`config.mk`:
```
export PLATFORM = sky130hd
export DESIGN_NAME = bac_ctrl
export DESIGN_NICKNAME = d
export VERILOG_FILES = /design/src/design/bac_pkg.sv /design/src/design/bac_ctrl.sv
export SDC_FILE = /design/constraint.sdc
export NUM_CORES = 1
export LEC_CHECK = 0
export ABC_AREA = 1
export BUFFER_PORTS_ARGS = -buffer_cell sky130_fd_sc_hd__buf_2
export CAP_MARGIN = 20
export CORE_AREA = 4 4 41 43
export CTS_CLUSTER_SIZE = 8
export DETAILED_ROUTE_END_ITERATION = 10
export DIE_AREA = 0 0 45 47
export GPL_TIMING_DRIVEN = 0
export RECOVER_POWER = 100
export SYNTH_ARGS = -nofsm -noshare
export SYNTH_HDL_FRONTEND = slang
export SYNTH_SLANG_ARGS = --single-unit
```
`constraint.sdc`:
```
create_clock -name clk -period 2.14 [get_ports clk]
set_input_delay 0 -clock clk [delete_from_list [all_inputs] [get_ports clk]]
set_output_delay 0 -clock clk [all_outputs]
set_load 0.005 [all_outputs]
```
`src/design/bac_pkg.sv`:
```
// Shared constants, types and control interface of the butterfly arbitrage checker.
`timescale 1ns / 1ps

package bac_pkg;

	localparam int DATA_WIDTH    = 32;
	localparam int FRACTION_BITS = 16;
	localparam int BV_WIDTH      = DATA_WIDTH + 2;
	localparam int PROD_WIDTH    = 2 * DATA_WIDTH;
	localparam int NUM_WIDTH     = PROD_WIDTH + 1;
	localparam int DIV_WIDTH     = DATA_WIDTH + 1;
	localparam int CNT_WIDTH     = $clog2(DATA_WIDTH);
	localparam int SEV_WIDTH     = 2;
	localparam int CFG_IDX_WIDTH = 1;

	// spacings equal when |h_l - h_r| * 2^-FRACTION_BITS < 1e-6
	localparam int EQ_LIMIT = ((1 << FRACTION_BITS) + 999999) / 1000000;

	localparam logic [CFG_IDX_WIDTH-1:0] REG_BASE_TOL = 1'b0;
	localparam logic [CFG_IDX_WIDTH-1:0] REG_MATURITY = 1'b1;

	localparam logic [SEV_WIDTH-1:0] SEV_MINOR    = 2'd0;
	localparam logic [SEV_WIDTH-1:0] SEV_MODERATE = 2'd1;
	localparam logic [SEV_WIDTH-1:0] SEV_SEVERE   = 2'd2;

	typedef enum logic [3:0] {
		ST_IDLE,
		ST_CHECK,
		ST_SPACE,
		ST_MUL1,
		ST_MUL2,
		ST_ADD,
		ST_DIV_INIT,
		ST_DIV,
		ST_QUOT,
		ST_COMPARE,
		ST_EMIT
	} bac_state_t;

	typedef struct packed {
		logic load;
		logic spacing;
		logic prep;
		logic mul1;
		logic mul2;
		logic add;
		logic div_init;
		logic div_step;
		logic quot;
		logic compare;
		logic emit;
	} bac_cmd_t;

	typedef struct packed {
		logic tri_ok;
		logic equal;
		logic div_last;
		logic viol;
	} bac_status_t;

endpackage

```
`src/design/bac_ctrl.sv`:
```
// Sequencer of the butterfly arbitrage checker: handshakes and datapath commands.
`timescale 1ns / 1ps

module bac_ctrl import bac_pkg::*; (
	input  logic        clk,
	input  logic        arst_n,
	input  logic        in_valid,
	output logic        in_ready,
	output logic        out_valid,
	input  logic        out_ready,
	input  bac_status_t status,
	output bac_cmd_t    cmd
);

	bac_state_t state_q, state_d;
	logic       out_valid_q;
	logic       emit_ok;

	assign emit_ok   = !out_valid_q || out_ready;
	assign in_ready  = (state_q == ST_IDLE);
	assign out_valid = out_valid_q;

	always_ff @(posedge clk or negedge arst_n) begin
		if (!arst_n) begin
			state_q     <= ST_IDLE;
			out_valid_q <= 1'b0;
		end else begin
			state_q <= state_d;
			if (cmd.emit) begin
				out_valid_q <= 1'b1;
			end else if (out_ready) begin
				out_valid_q <= 1'b0;
			end
		end
	end

	always_comb begin
		state_d = state_q;
		cmd     = '0;
		unique case (state_q)
			ST_IDLE: begin
				if (in_valid) begin
					cmd.load = 1'b1;
					state_d  = ST_CHECK;
				end
			end
			ST_CHECK: begin
				cmd.spacing = 1'b1;
				state_d     = status.tri_ok ? ST_SPACE : ST_IDLE;
			end
			ST_SPACE: begin
				cmd.prep = 1'b1;
				state_d  = status.equal ? ST_COMPARE : ST_MUL1;
			end
			ST_MUL1: begin
				cmd.mul1 = 1'b1;
				state_d  = ST_MUL2;
			end
			ST_MUL2: begin
				cmd.mul2 = 1'b1;
				state_d  = ST_ADD;
			end
			ST_ADD: begin
				cmd.add = 1'b1;
				state_d = ST_DIV_INIT;
			end
			ST_DIV_INIT: begin
				cmd.div_init = 1'b1;
				state_d      = ST_DIV;
			end
			ST_DIV: begin
				cmd.div_step = 1'b1;
				if (status.div_last) begin
					state_d = ST_QUOT;
				end
			end
			ST_QUOT: begin
				cmd.quot = 1'b1;
				state_d  = ST_COMPARE;
			end
			ST_COMPARE: begin
				cmd.compare = 1'b1;
				state_d     = status.viol ? ST_EMIT : ST_IDLE;
			end
			ST_EMIT: begin
				if (emit_ok) begin
					cmd.emit = 1'b1;
					state_d  = ST_IDLE;
				end
			end
			default: begin
				state_d = ST_IDLE;
			end
		endcase
	end

endmodule

```
Word-level counts from Yosys, hierarchy flattened

Index checks and enable logic that the tools add are counted.

Order comparisons: 0
Bitwise operators: 0
$add $sub $neg: 0
Mux-type cells: 22
Eq/ne operators: 13
$mul: 0
Div/mod/pow operators: 0
Shift operators: 0
Reduce and logical (&&, ||, !) cells: 5

Operator list:

| kind                                                 | count |
|---|---|
| one-hot mux 4 bit (11 select lines)                  | 1 |
| two-way mux 4 bit                                    | 5 |
| equality test 4 x 3 -> 1 bit (second input constant) | 4 |
| two-way mux 1 bit                                    | 15 |
| equality test 4 bit (second input constant)          | 3 |
| equality test 4 x 2 -> 1 bit (second input constant) | 2 |
| inequality test 2 bit (second input constant)        | 3 |
| equality test 4 x 1 -> 1 bit (second input constant) | 1 |
| zero test 4 bit                                      | 1 |
| AND reduction 3 bit                                  | 1 |
| two-way mux 2 bit                                    | 1 |
| nonzero test 2 bit                                   | 1 |
| zero test 1 bit                                      | 1 |
| logical OR 1 bit                                     | 1 |

Bits in writable memories: 0
Memory bits (read-only): 0
Logic and storage cells: 42
Memories: 0
Bits of input ports: 8
Output and inout port bits: 13
Latch bits: 0
Register bits after elaboration: 5

Depth between registers and ports, before layout

Gate-level depths: netlist of run 1.

Word-level depth: 5
Gate-level depth with buffers: 8
Mapped depth without buffers: 8

Worst setup path after synthesis of run 1

Ideal clock, no wire load.

Path type: flip-flop to flip-flop
From: register state_q[3]
To: register state_q[3]
Stages on the path, launching flop included: 8
Path buffers: 0
Path slack: 1.093 ns
Period minus slack after synthesis: 1.047 ns
Data required time: 2.075 ns
Data arrival time: 0.982 ns
Library setup time: 0.065 ns
Cells stage by stage: dfrtp_1 nor2_2 inv_2 nor2_1 nand2_1 nand3_1 nand2_1 nand2_1

Word-level cells in the longest chain between the ends: 3
Elaborated cells on any way between the ends: 16
Those cells by class: 13 x eq/ne; 1 x mux; 2 x reduce/logical

RTL lines:

| item                                        | line           | text |
|---|---|---|
| start: declaration                          | bac_ctrl.sv:15 | `bac_state_t state_q, state_d;` |
| start signal: assignment                    | bac_ctrl.sv:28 | `state_q <= state_d;` |
| equality test 4 bit (tied with other cells) | bac_ctrl.sv:40 | `unique case (state_q)` |
| inequality test 2 bit (no line)             | -              |  |
| AND reduction 3 bit (no line)               | -              |  |

Parallel ways exist; a longest one is shown, timed or not.
A chain may end at the register's enable or synchronous reset.

==> results of run 1 <==
==> cells in the final DEF (no fill, tap or decap), drive strengths merged <==
| cell | count |
|---|---|
| nor2 | 20 |
| clkinv | 1 |
| o21ai | 2 |
| clkbuf | 11 |
| dlygate4sd3 | 1 |
| nand3 | 2 |
| inv | 14 |
| nand3b | 1 |
| nand2 | 27 |
| dfrtp | 5 |
| buf | 13 |
==> metal layers <==
metal	track usage	wire length, um	vias to the layer above
met3	0.01533	30	0
li1	-	-	259
met1	0.1250	422	217
met2	0.2006	511	8
met4	0.03509	0	0
met5	0	0	-
==> metrics by stage <==
stage | area (um^2) | instances | setup slack [ps] | utilization
2_1_floorplan | 412.9 | 72 | 1093 | -
3_3_place_gp | 531.8 | 107 | 973.4 | 0.4087
3_5_place_dp | 531.8 | 107 | 970.0 | 0.4087
4_1_cts | 568.0 | 112 | 857.6 | 0.4365
5_1_grt | 541.8 | 112 | 598.2 | 0.4163
6_report | 541.8 | 112 | 772.7 | 0.4163
==> cells in the mapped netlist (all sizes together) <==
cell type	n	share of area
nor2	20	0.24
dfrtp	5	0.30
nand3	2	0.024
inv	15	0.14
o21ai	2	0.024
nand3b	1	0.018
nand2	27	0.26
==> power by group through the flow <==
stage	clock network, uW	registers (uW)	logic, uW
global route	115	176	409
detailed placement	0	178	384
finish	106	167	349
CTS	109	176	387
floorplan	0	170	266
global placement	0	176	383
==> registers in the layout (all words and copies together) (netlist names) <==
| signal | count |
|---|---|
| out_valid | 1 |
| state_q | 4 |
==> final cells by class <==
cell class	instances	area (um^2)
Clock buffer	4	26.28
Fill cell	167	759.5
Inverter	15	56.30
Multi-Input combinational cell	52	214.0
Sequential cell	5	125.1
Tap cell	15	18.77
Timing Repair Buffer	21	101.3
==> worst reg2reg max path: stages (launching register included) <==
cell and delay [ps]:
dfrtp_1 400, nor2_1 280, clkinv_1 160, nor2_1 150, nand2_1 60, nand3_1 90, nand2_1 50, nand2_1 60
==> timing repair <==
action                    CTS  global route
buffers inserted            0             0
hold endpoints to repair    5             0
hold buffers                1             0
==> final timing paths <==
kind | startpoint | to | slack, ps | cells after the start
max reg2reg | state_q[3] | state_q[3] | 830 | 7
max in group asynchronous | arst_n | state_q[2] | 1800 | 2
min in group asynchronous | arst_n | out_valid | 140 | 2
min reg2reg | out_valid | out_valid | 630 | 4
max | state_q[3] | cmd[9] | 770 | 4
min | out_ready | out_valid | 50 | 4
==> cells by family (layout without fill, tap and decap cells) <==
logic type	count (synthesis)	count (layout)	synth area share
buf+inv	15	40	0.1364
simple gates	50	50	0.5364
compound gates	2	2	0.02424
flops	5	5	0.3030
==> flow_summary.toml, run 1 <==
[die]
die-area_mm2 = 0.002115
floorplan.io_pins = 21
row_count = 13
initial_utilization = 0.3173
die-width_um = 45
dieHeight_um = 47
fp.coreArea_mm2 = 0.001301

[yosys]
yosys.cell_types.count = 11
synthesis.area_um2 = 412.9
synth_cells = 72
avg_synthesized_cell_area_um2 = 5.735
synth.ff_latch_count = 5
synthesis.yosys.warnings = 0
yosysSeqAreaShare = 0.3030
synth.net_count = 80

[timing]
max_slew.worst_pin.slew_ps = 356.0
tns_ps = 0
finalClockSkew_ps = 1.662
period_share = 0.6389
timing_max_transition_violations_final = 0
final-setup-viol-count = 0
worst_slack_on_hold_paths_ps = 53.68
fin_crit_ps = 1367
unrepaired_setup_endpoints_after_global_routing = "no"
remaining_max_slew_budget_at_the_tightest_pin = 0.7618
finalHoldViolCount = 0
max_clock_freq_mhz = 731.4

[clock_tree]
clock_path_buffers = 2
clkLatencyLatePin_ps = 230
h-tree-depth = 1
cts_tree = "built"
cts_buffers = 3
numClockSinks = 5
clockRootBuffer = "clkbuf_4"
clk_pin_slew_ps = 40
cts_repair_resize_count = 0

[power_and_ir_drop]
swShare = 0.4743
cellLeakagePower_uw = 0.0003432
irDropWorstVdd_mv = 0.4885
p_total_uw = 622.0
power.combinational.fraction = 0.561
cellInternalPower_uw = 327.0
power_frac_clock = 0.171
power.density_cell_area_mw_per_mm2 = 1148
net-switching-power_uw = 295.0
p_seq_frac = 0.268

[flow_run]
max_cap_viol_count = 0

[grt]
globalRouteOverflowTotal = 0
gr-usage-all-layers = 0.1073
grt_pass1_vias = 440
first_pass_grt_wire_length_um = 1718
initial_antenna_violation_count = 0
pin_count_of_the_biggest_net_entering_global_routing = 7

[route]
detailedRoute.firstIterationViolations = 9
post_drt_wl_per_cell_um = 8.607
wirelength_um = 964
num_vias = 484
detailedRoute.firstPassIterationCount = 2
drt_drc_violations_left = 0
vias_per_cell = 4.321
detail-route-antenna-nets = 0

[worst_setup_path]
cpPeakStageDelay_ps = 400
end_kind = "primary output"
slowest_stage = "dfrtp_1"
path_cells = "nor2_1 -> clkinv_1 -> nor2_1 -> clkbuf_1"
crit_path_max_fanout = 4
setup.worst_path.class = "reg -> out"
cp-start-kind = "flop"
critical_path_buf_inv_count = 2
arrival_ps = 1370
worst_path_dominant_cell_family = "simple AND/OR/NAND/NOR gates"
critical-path-top-cell-by-count = "nor2_1"
cp_data_required_time_ps = 2140

[hold_path]
min-delay-path-class = "in -> reg"

[finish]
drive_gt1_frac = 0.2165
diodes = 0
layout-area-overhead-vs-synth_pct = 31.21
num-nets-final = 106

[placement]
detailedPlacementHpwl_um = 867.7
port-buffer-count = 20
finalWeightedCongestion = 0.8170

[status]
outcome = "complete, no violations"
(Power assumes the default switching activity.)
==> run 2: changes to the inputs <==
Settings changed: ABC_AREA 1 to 0.
Clock period 2.14 ns to 1.4 ns, I/O delays scaled along.
==> flow_summary.toml, run 2 <==
[grt]
globalRouteOverflowTotal = 0
gr-usage-all-layers = 0.1112
pin_count_of_the_biggest_net_entering_global_routing = 11
grt_pass1_vias = 412
first_pass_grt_wire_length_um = 1683
initial_antenna_violation_count = 0

[yosys]
yosys_most_used_dff = "dfrtp_1"
synth_top_cell_area_share = 0.2865
synthesis.yosys.warnings = 0
synth.ff_latch_count = 5
yosysSeqAreaShare = 0.2865
synth_compound_area_frac = 0.1433
yosys.cell_types.count = 24
avg_synthesized_cell_area_um2 = 9.097
netlist.top_cell.by_area = "dfrtp_1"
yosysMostFrequentCell = "nor3_1"
synth_fa_ha_area_frac = 0
synth.net_count = 56
proportion_of_synthesized_flip_flops_having_asynchronous_set_or_reset = 1.000
synth.area.mux_share = 0
post_synth_most_frequent_cells = "6 x nor3_1, 5 x dfrtp_1, 5 x nor2_1"
synth_xor_xnor_area_share = 0
yosys.area_share.simple = 0.4756
main_combinational_cell_family_by_area_after_synthesis = "simple AND/OR/NAND/NOR gates"
synth_cells = 48
synth-edff-count = 0
synth.top_cells.by_area = "dfrtp_1 29%, buf_6 7.7%, nor3_1 6.9%"
synthesis.area_um2 = 436.7

[timing]
max_slew.worst_pin.slew_ps = 286.2
max_clock_freq_mhz = 773.4
finalClockSkew_ps = 2.100
final-setup-viol-count = 0
unrepaired_setup_endpoints_after_global_routing = "no"
remaining_max_slew_budget_at_the_tightest_pin = 0.8068
tns_ps = 0
finalHoldViolCount = 0
fin_crit_ps = 1293
timing_max_transition_violations_final = 0
period_share = 0.9236

[clock_tree]
clockRootBuffer = "clkbuf_4"
numClockSinks = 5
cts_tree = "built"
cts_repair_resize_count = 0
clock_path_buffers = 2
clkLatencyLatePin_ps = 230
cts_buffers = 3
h-tree-depth = 1
clk_pin_slew_ps = 40
post-cts-setup-buffer-count = 0

[finish]
number_of_flip_flops_under_the_largest_register_name = 4
diodes = 0
num-nets-final = 82
drive_gt1_frac = 0.3699
final_common_cell = "buf_2"
mostFrequentLayoutCells = "12 x buf_2, 10 x clkbuf_1, 6 x nor3_1"
max_flop_register = "state_q"
layout-area-overhead-vs-synth_pct = 31.52

[worst_setup_path]
cp_data_required_time_ps = 1400
r2r_cells = 5
crit-reg2reg-capture = "state_q[0]"
rrSetupSlack_ps = 140
crit_path_max_fanout = 10
worst_r2r_startpoint = "state_q[1]"
setup.worst_path.class = "reg -> out"
end_kind = "primary output"
cp-start-kind = "flop"
arrival_ps = 1290
startpoint = "state_q[1]"
crit_path_end = "cmd[10]"

[route]
post_drt_wl_per_cell_um = 10.63
wirelength_um = 935
drt_drc_violations_left = 0
detailroute.wirelength.met3_um = 44
detailedRoute.firstPassIterationCount = 4
num_vias = 425
detail-route-antenna-nets = 0
dr.max_layer_used = "met3"
routed_length_on_met2_um = 493
vias_per_cell = 4.830
detailedRoute.firstIterationViolations = 4
wl_met1_um = 397

[die]
fp.coreArea_mm2 = 0.001301
row_count = 13
die-area_mm2 = 0.002115
die-width_um = 45
initial_utilization = 0.3356
dieHeight_um = 47
floorplan.io_pins = 21

[placement]
port-buffer-count = 20
finalWeightedCongestion = 0.7649
detailedPlacementHpwl_um = 764.2

[power_and_ir_drop]
cellLeakagePower_uw = 0.0002484
p_total_uw = 1235
irDropWorstVdd_mv = 1.010
power.density_cell_area_mw_per_mm2 = 2151

[hold_path]
worstHoldPathCells = 2
min-delay-path-class = "in -> reg"

[flow_run]
max_cap_viol_count = 0

[status]
outcome = "complete, no violations"
run 2: cell types whose count changed in the layout (fill, tap and decap cells not counted), sizes merged, moves of 6 or more:
| cell | before | now |
|---|---|---|
| nand2 | 27 | 3 |
| inv | 14 | 0 |
| nor2 | 20 | 6 |
| nor3 | 0 | 7 |
| nand2b | 0 | 6 |
run 2: final cells by class:
class	count	area, um^2
Buffer	4	35.03
Clock buffer	4	26.28
Fill cell	156	726.9
Multi-Input combinational cell	39	270.3
Sequential cell	5	125.1
Tap cell	15	18.77
Timing Repair Buffer	21	98.84
run 2: cell families after synthesis:
family,Yosys count
flops,5
buf+inv,4
compound gates,9
simple gates,30
run 2: what timing repair did:
item                                   4_1_cts  5_1_grt
setup endpoints to repair                    0        0
endpoints found under the hold margin        5        0
hold buffers                                 1        0
run 2: per-stage QoR:
step                utilization  setup WS, ps  cells  instance area, um^2  hold WS [ps]
finish                   0.4413         107.0     88                574.3         9.825
global route             0.4413         7.319     88                574.3         5.741
CTS                      0.4548         96.94     88                591.8         1.402
detailed placement       0.4269         143.0     83                555.5        -186.4
global placement         0.4269         148.4     83                555.5        -186.2
floorplan                     -         212.0     48                436.7        -295.6
run 2: how the worst min path moves through the flow:
| stage | from | endpoint | slack (ps) |
|---|---|---|---|
| floorplan | arst_n | out_valid | -300 |
| global placement | arst_n | out_valid | -190 |
| detailed placement | arst_n | out_valid | -190 |
| CTS | status[1] | state_q[0] | 1 |
| global route | status[1] | state_q[0] | 6 |
| finish | status[1] | state_q[0] | 10 |
run 2: power by group:
part / switching (uW) / internal, uW / total, uW / leakage (uW)
registers: 46.4 / 210 / 257 / 0.0000634
logic: 451 / 369 / 820 / 0.000170
clock network: 51.2 / 107 / 158 / 0.0000150
run 2: critical path, cell delays in order, from the launching register on:
cell and delay, ps:
dfrtp_1 350, buf_4 170, nor4_4 280, and2_1 150, buf_2 100
run 2: routing by layer:
layer | up-vias | track usage
li1 | 220 | -
met1 | 195 | 0.1386
met2 | 10 | 0.1751
met3 | 0 | 0.02299
met4 | 0 | 0.07018
met5 | - | 0
==> run 3: changes to the inputs <==
--- a/config.mk
+++ b/config.mk
@@ -16,2 +16,4 @@
 export RECOVER_POWER = 100
+export REMOVE_ABC_BUFFERS = 1
+export SLEW_MARGIN = 15
 export SYNTH_ARGS = -nofsm -noshare
--- a/constraint.sdc
+++ b/constraint.sdc
@@ -3,2 +3,2 @@
 set_output_delay 0 -clock clk [all_outputs]
-set_load 0.005 [all_outputs]
+set_load 0.05 [all_outputs]
==> flow_summary.toml, run 3 (same netlist as run 2, synthesis figures left out) <==
[status]
outcome = "complete, no violations"

[timing]
fin_crit_ps = 1357
finalClockSkew_ps = 1.575
final-setup-viol-count = 0
period_share = 0.9692
timing_max_transition_violations_final = 0
max_slew.worst_pin.slew_ps = 591.1
remaining_max_slew_budget_at_the_tightest_pin = 0.6076
max_clock_freq_mhz = 737.0
postLayoutSetupSlackWorst_ps = 43.18
finalHoldViolCount = 0
worst_slack_on_hold_paths_ps = 67.09
unrepaired_setup_endpoints_after_global_routing = "yes"

[placement]
port-buffer-count = 20
place_worst_setup_slack_ps = -35.38
finalWeightedCongestion = 0.7772
detailedPlacementHpwl_um = 777.7
instance_area_after_placement_um2 = 514.2

[finish]
drive_gt1_frac = 0.5769
diodes = 0
max_flop_register = "state_q"
num-nets-final = 87
number_of_flip_flops_under_the_largest_register_name = 4
final_design_area_no_fill_um2 = 658.1
final_common_cell = "buf_4"
layout-area-overhead-vs-synth_pct = 50.72
mostFrequentLayoutCells = "12 x buf_4, 11 x buf_2, 5 x nor2_1, 5 x nor3_1, 5 x clkbuf_4"

[route]
detailedRoute.firstPassIterationCount = 4
vias_per_cell = 5.022
drt_drc_violations_left = 0
wirelength_um = 1137
detail-route-antenna-nets = 0
detailedRoute.firstIterationViolations = 8
post_drt_wl_per_cell_um = 12.23
num_vias = 467

[clock_tree]
cts_tree = "built"
clockRootBuffer = "clkbuf_4"
clk_pin_slew_ps = 40
clkLatencyLatePin_ps = 240
h-tree-depth = 1
cts_buffers = 3
clock_path_buffers = 2
numClockSinks = 5

[power_and_ir_drop]
net-switching-power_uw = 1003
power_frac_clock = 0.093
power.density_cell_area_mw_per_mm2 = 2783
p_total_uw = 1832
cellInternalPower_uw = 829.1
power.combinational.fraction = 0.700
irDropWorstVdd_mv = 1.287
swShare = 0.5474
cellLeakagePower_uw = 0.0002984
p_seq_frac = 0.207

[flow_run]
max_cap_viol_count = 0

[worst_setup_path]
arrival_ps = 1360
crit_path_max_fanout = 6
rrSetupSlack_ps = 130
r2r_cells = 5
cp_data_required_time_ps = 1400
crit-reg2reg-capture = "state_q[1]"
cp-start-kind = "flop"
worst_r2r_startpoint = "state_q[2]"
end_kind = "primary output"
setup.worst_path.class = "reg -> out"

[die]
fp.coreArea_mm2 = 0.001301
row_count = 13
initial_utilization = 0.3356
dieHeight_um = 47
floorplan.io_pins = 21
die-area_mm2 = 0.002115
die-width_um = 45

[grt]
globalRouteOverflowTotal = 0
first_pass_grt_wire_length_um = 1780
grt_pass1_vias = 416
initial_antenna_violation_count = 0
pin_count_of_the_biggest_net_entering_global_routing = 13
gr-usage-all-layers = 0.1181

[hold_path]
min-delay-path-class = "in -> reg"
hp-start = "out_ready"
worstHoldPathCells = 4
hold_path_end = "state_q[3]"
==> run 3: area by class of cell <==
cell class | instances | area (um^2)
fill | 142 | 643.1
multi-input combinational | 39 | 280.3
timing repair buffer | 30 | 202.7
sequential | 5 | 130.1
clock buffer | 4 | 26.28
tap | 15 | 18.77
==> run 3: critical path, stage by stage (launching register included) <==
cell,delay [ps]
dfrtp_2,450
nor4_4,320
and2_4,200
buf_8,140
==> run 3: repair_timing <==
| action | CTS | global route |
|---|---|---|
| setup endpoints to repair | 14 | 10 |
| endpoints found under the hold margin | 6 | 0 |
| cloned | 0 | 0 |
| pin swaps | 0 | 2 |
| hold buffers | 2 | 0 |
| gates resized for setup | 8 | 9 |
| setup buffers | 5 | 3 |
==> run 3: power by group through the flow <==
stage	clock [uW]	combinational, uW	sequential (uW)
after floorplan	0	789	389
after global placement	0	971	423
after detailed placement	0	977	428
after CTS	171	1130	416
after global routing	190	1370	387
final	170	1280	380
==> run 3: metrics by stage <==
stage | std cells | utilization | setup TNS (ps)
finish | 93 | 0.5058 | 0
global placement | 79 | 0.3952 | -13.65
floorplan | 44 | - | -2713
detailed placement | 79 | 0.3952 | -39.25
global route | 93 | 0.5058 | -45.71
CTS | 90 | 0.4712 | 0
==> run 3: how the worst max path moves through the flow <==
stage                from         end  slack, ps
4_1_cts        state_q[3]      cmd[3]         20
5_1_grt        state_q[0]     cmd[10]        -40
3_3_place_gp   state_q[2]  state_q[3]        -10
2_1_floorplan   out_valid      cmd[0]       -420
3_5_place_dp   state_q[2]  state_q[3]        -40
6_report       state_q[0]     cmd[10]         40
==> run 3: routing by layer <==
| layer | up-vias | track usage | wire [um] |
|---|---|---|---|
| met4 | 0 | 0.05263 | 10 |
| met3 | 3 | 0.05364 | 94 |
| li1 | 228 | - | - |
| met2 | 18 | 0.1836 | 565 |
| met1 | 218 | 0.1399 | 467 |
| met5 | - | 0 | 0 |
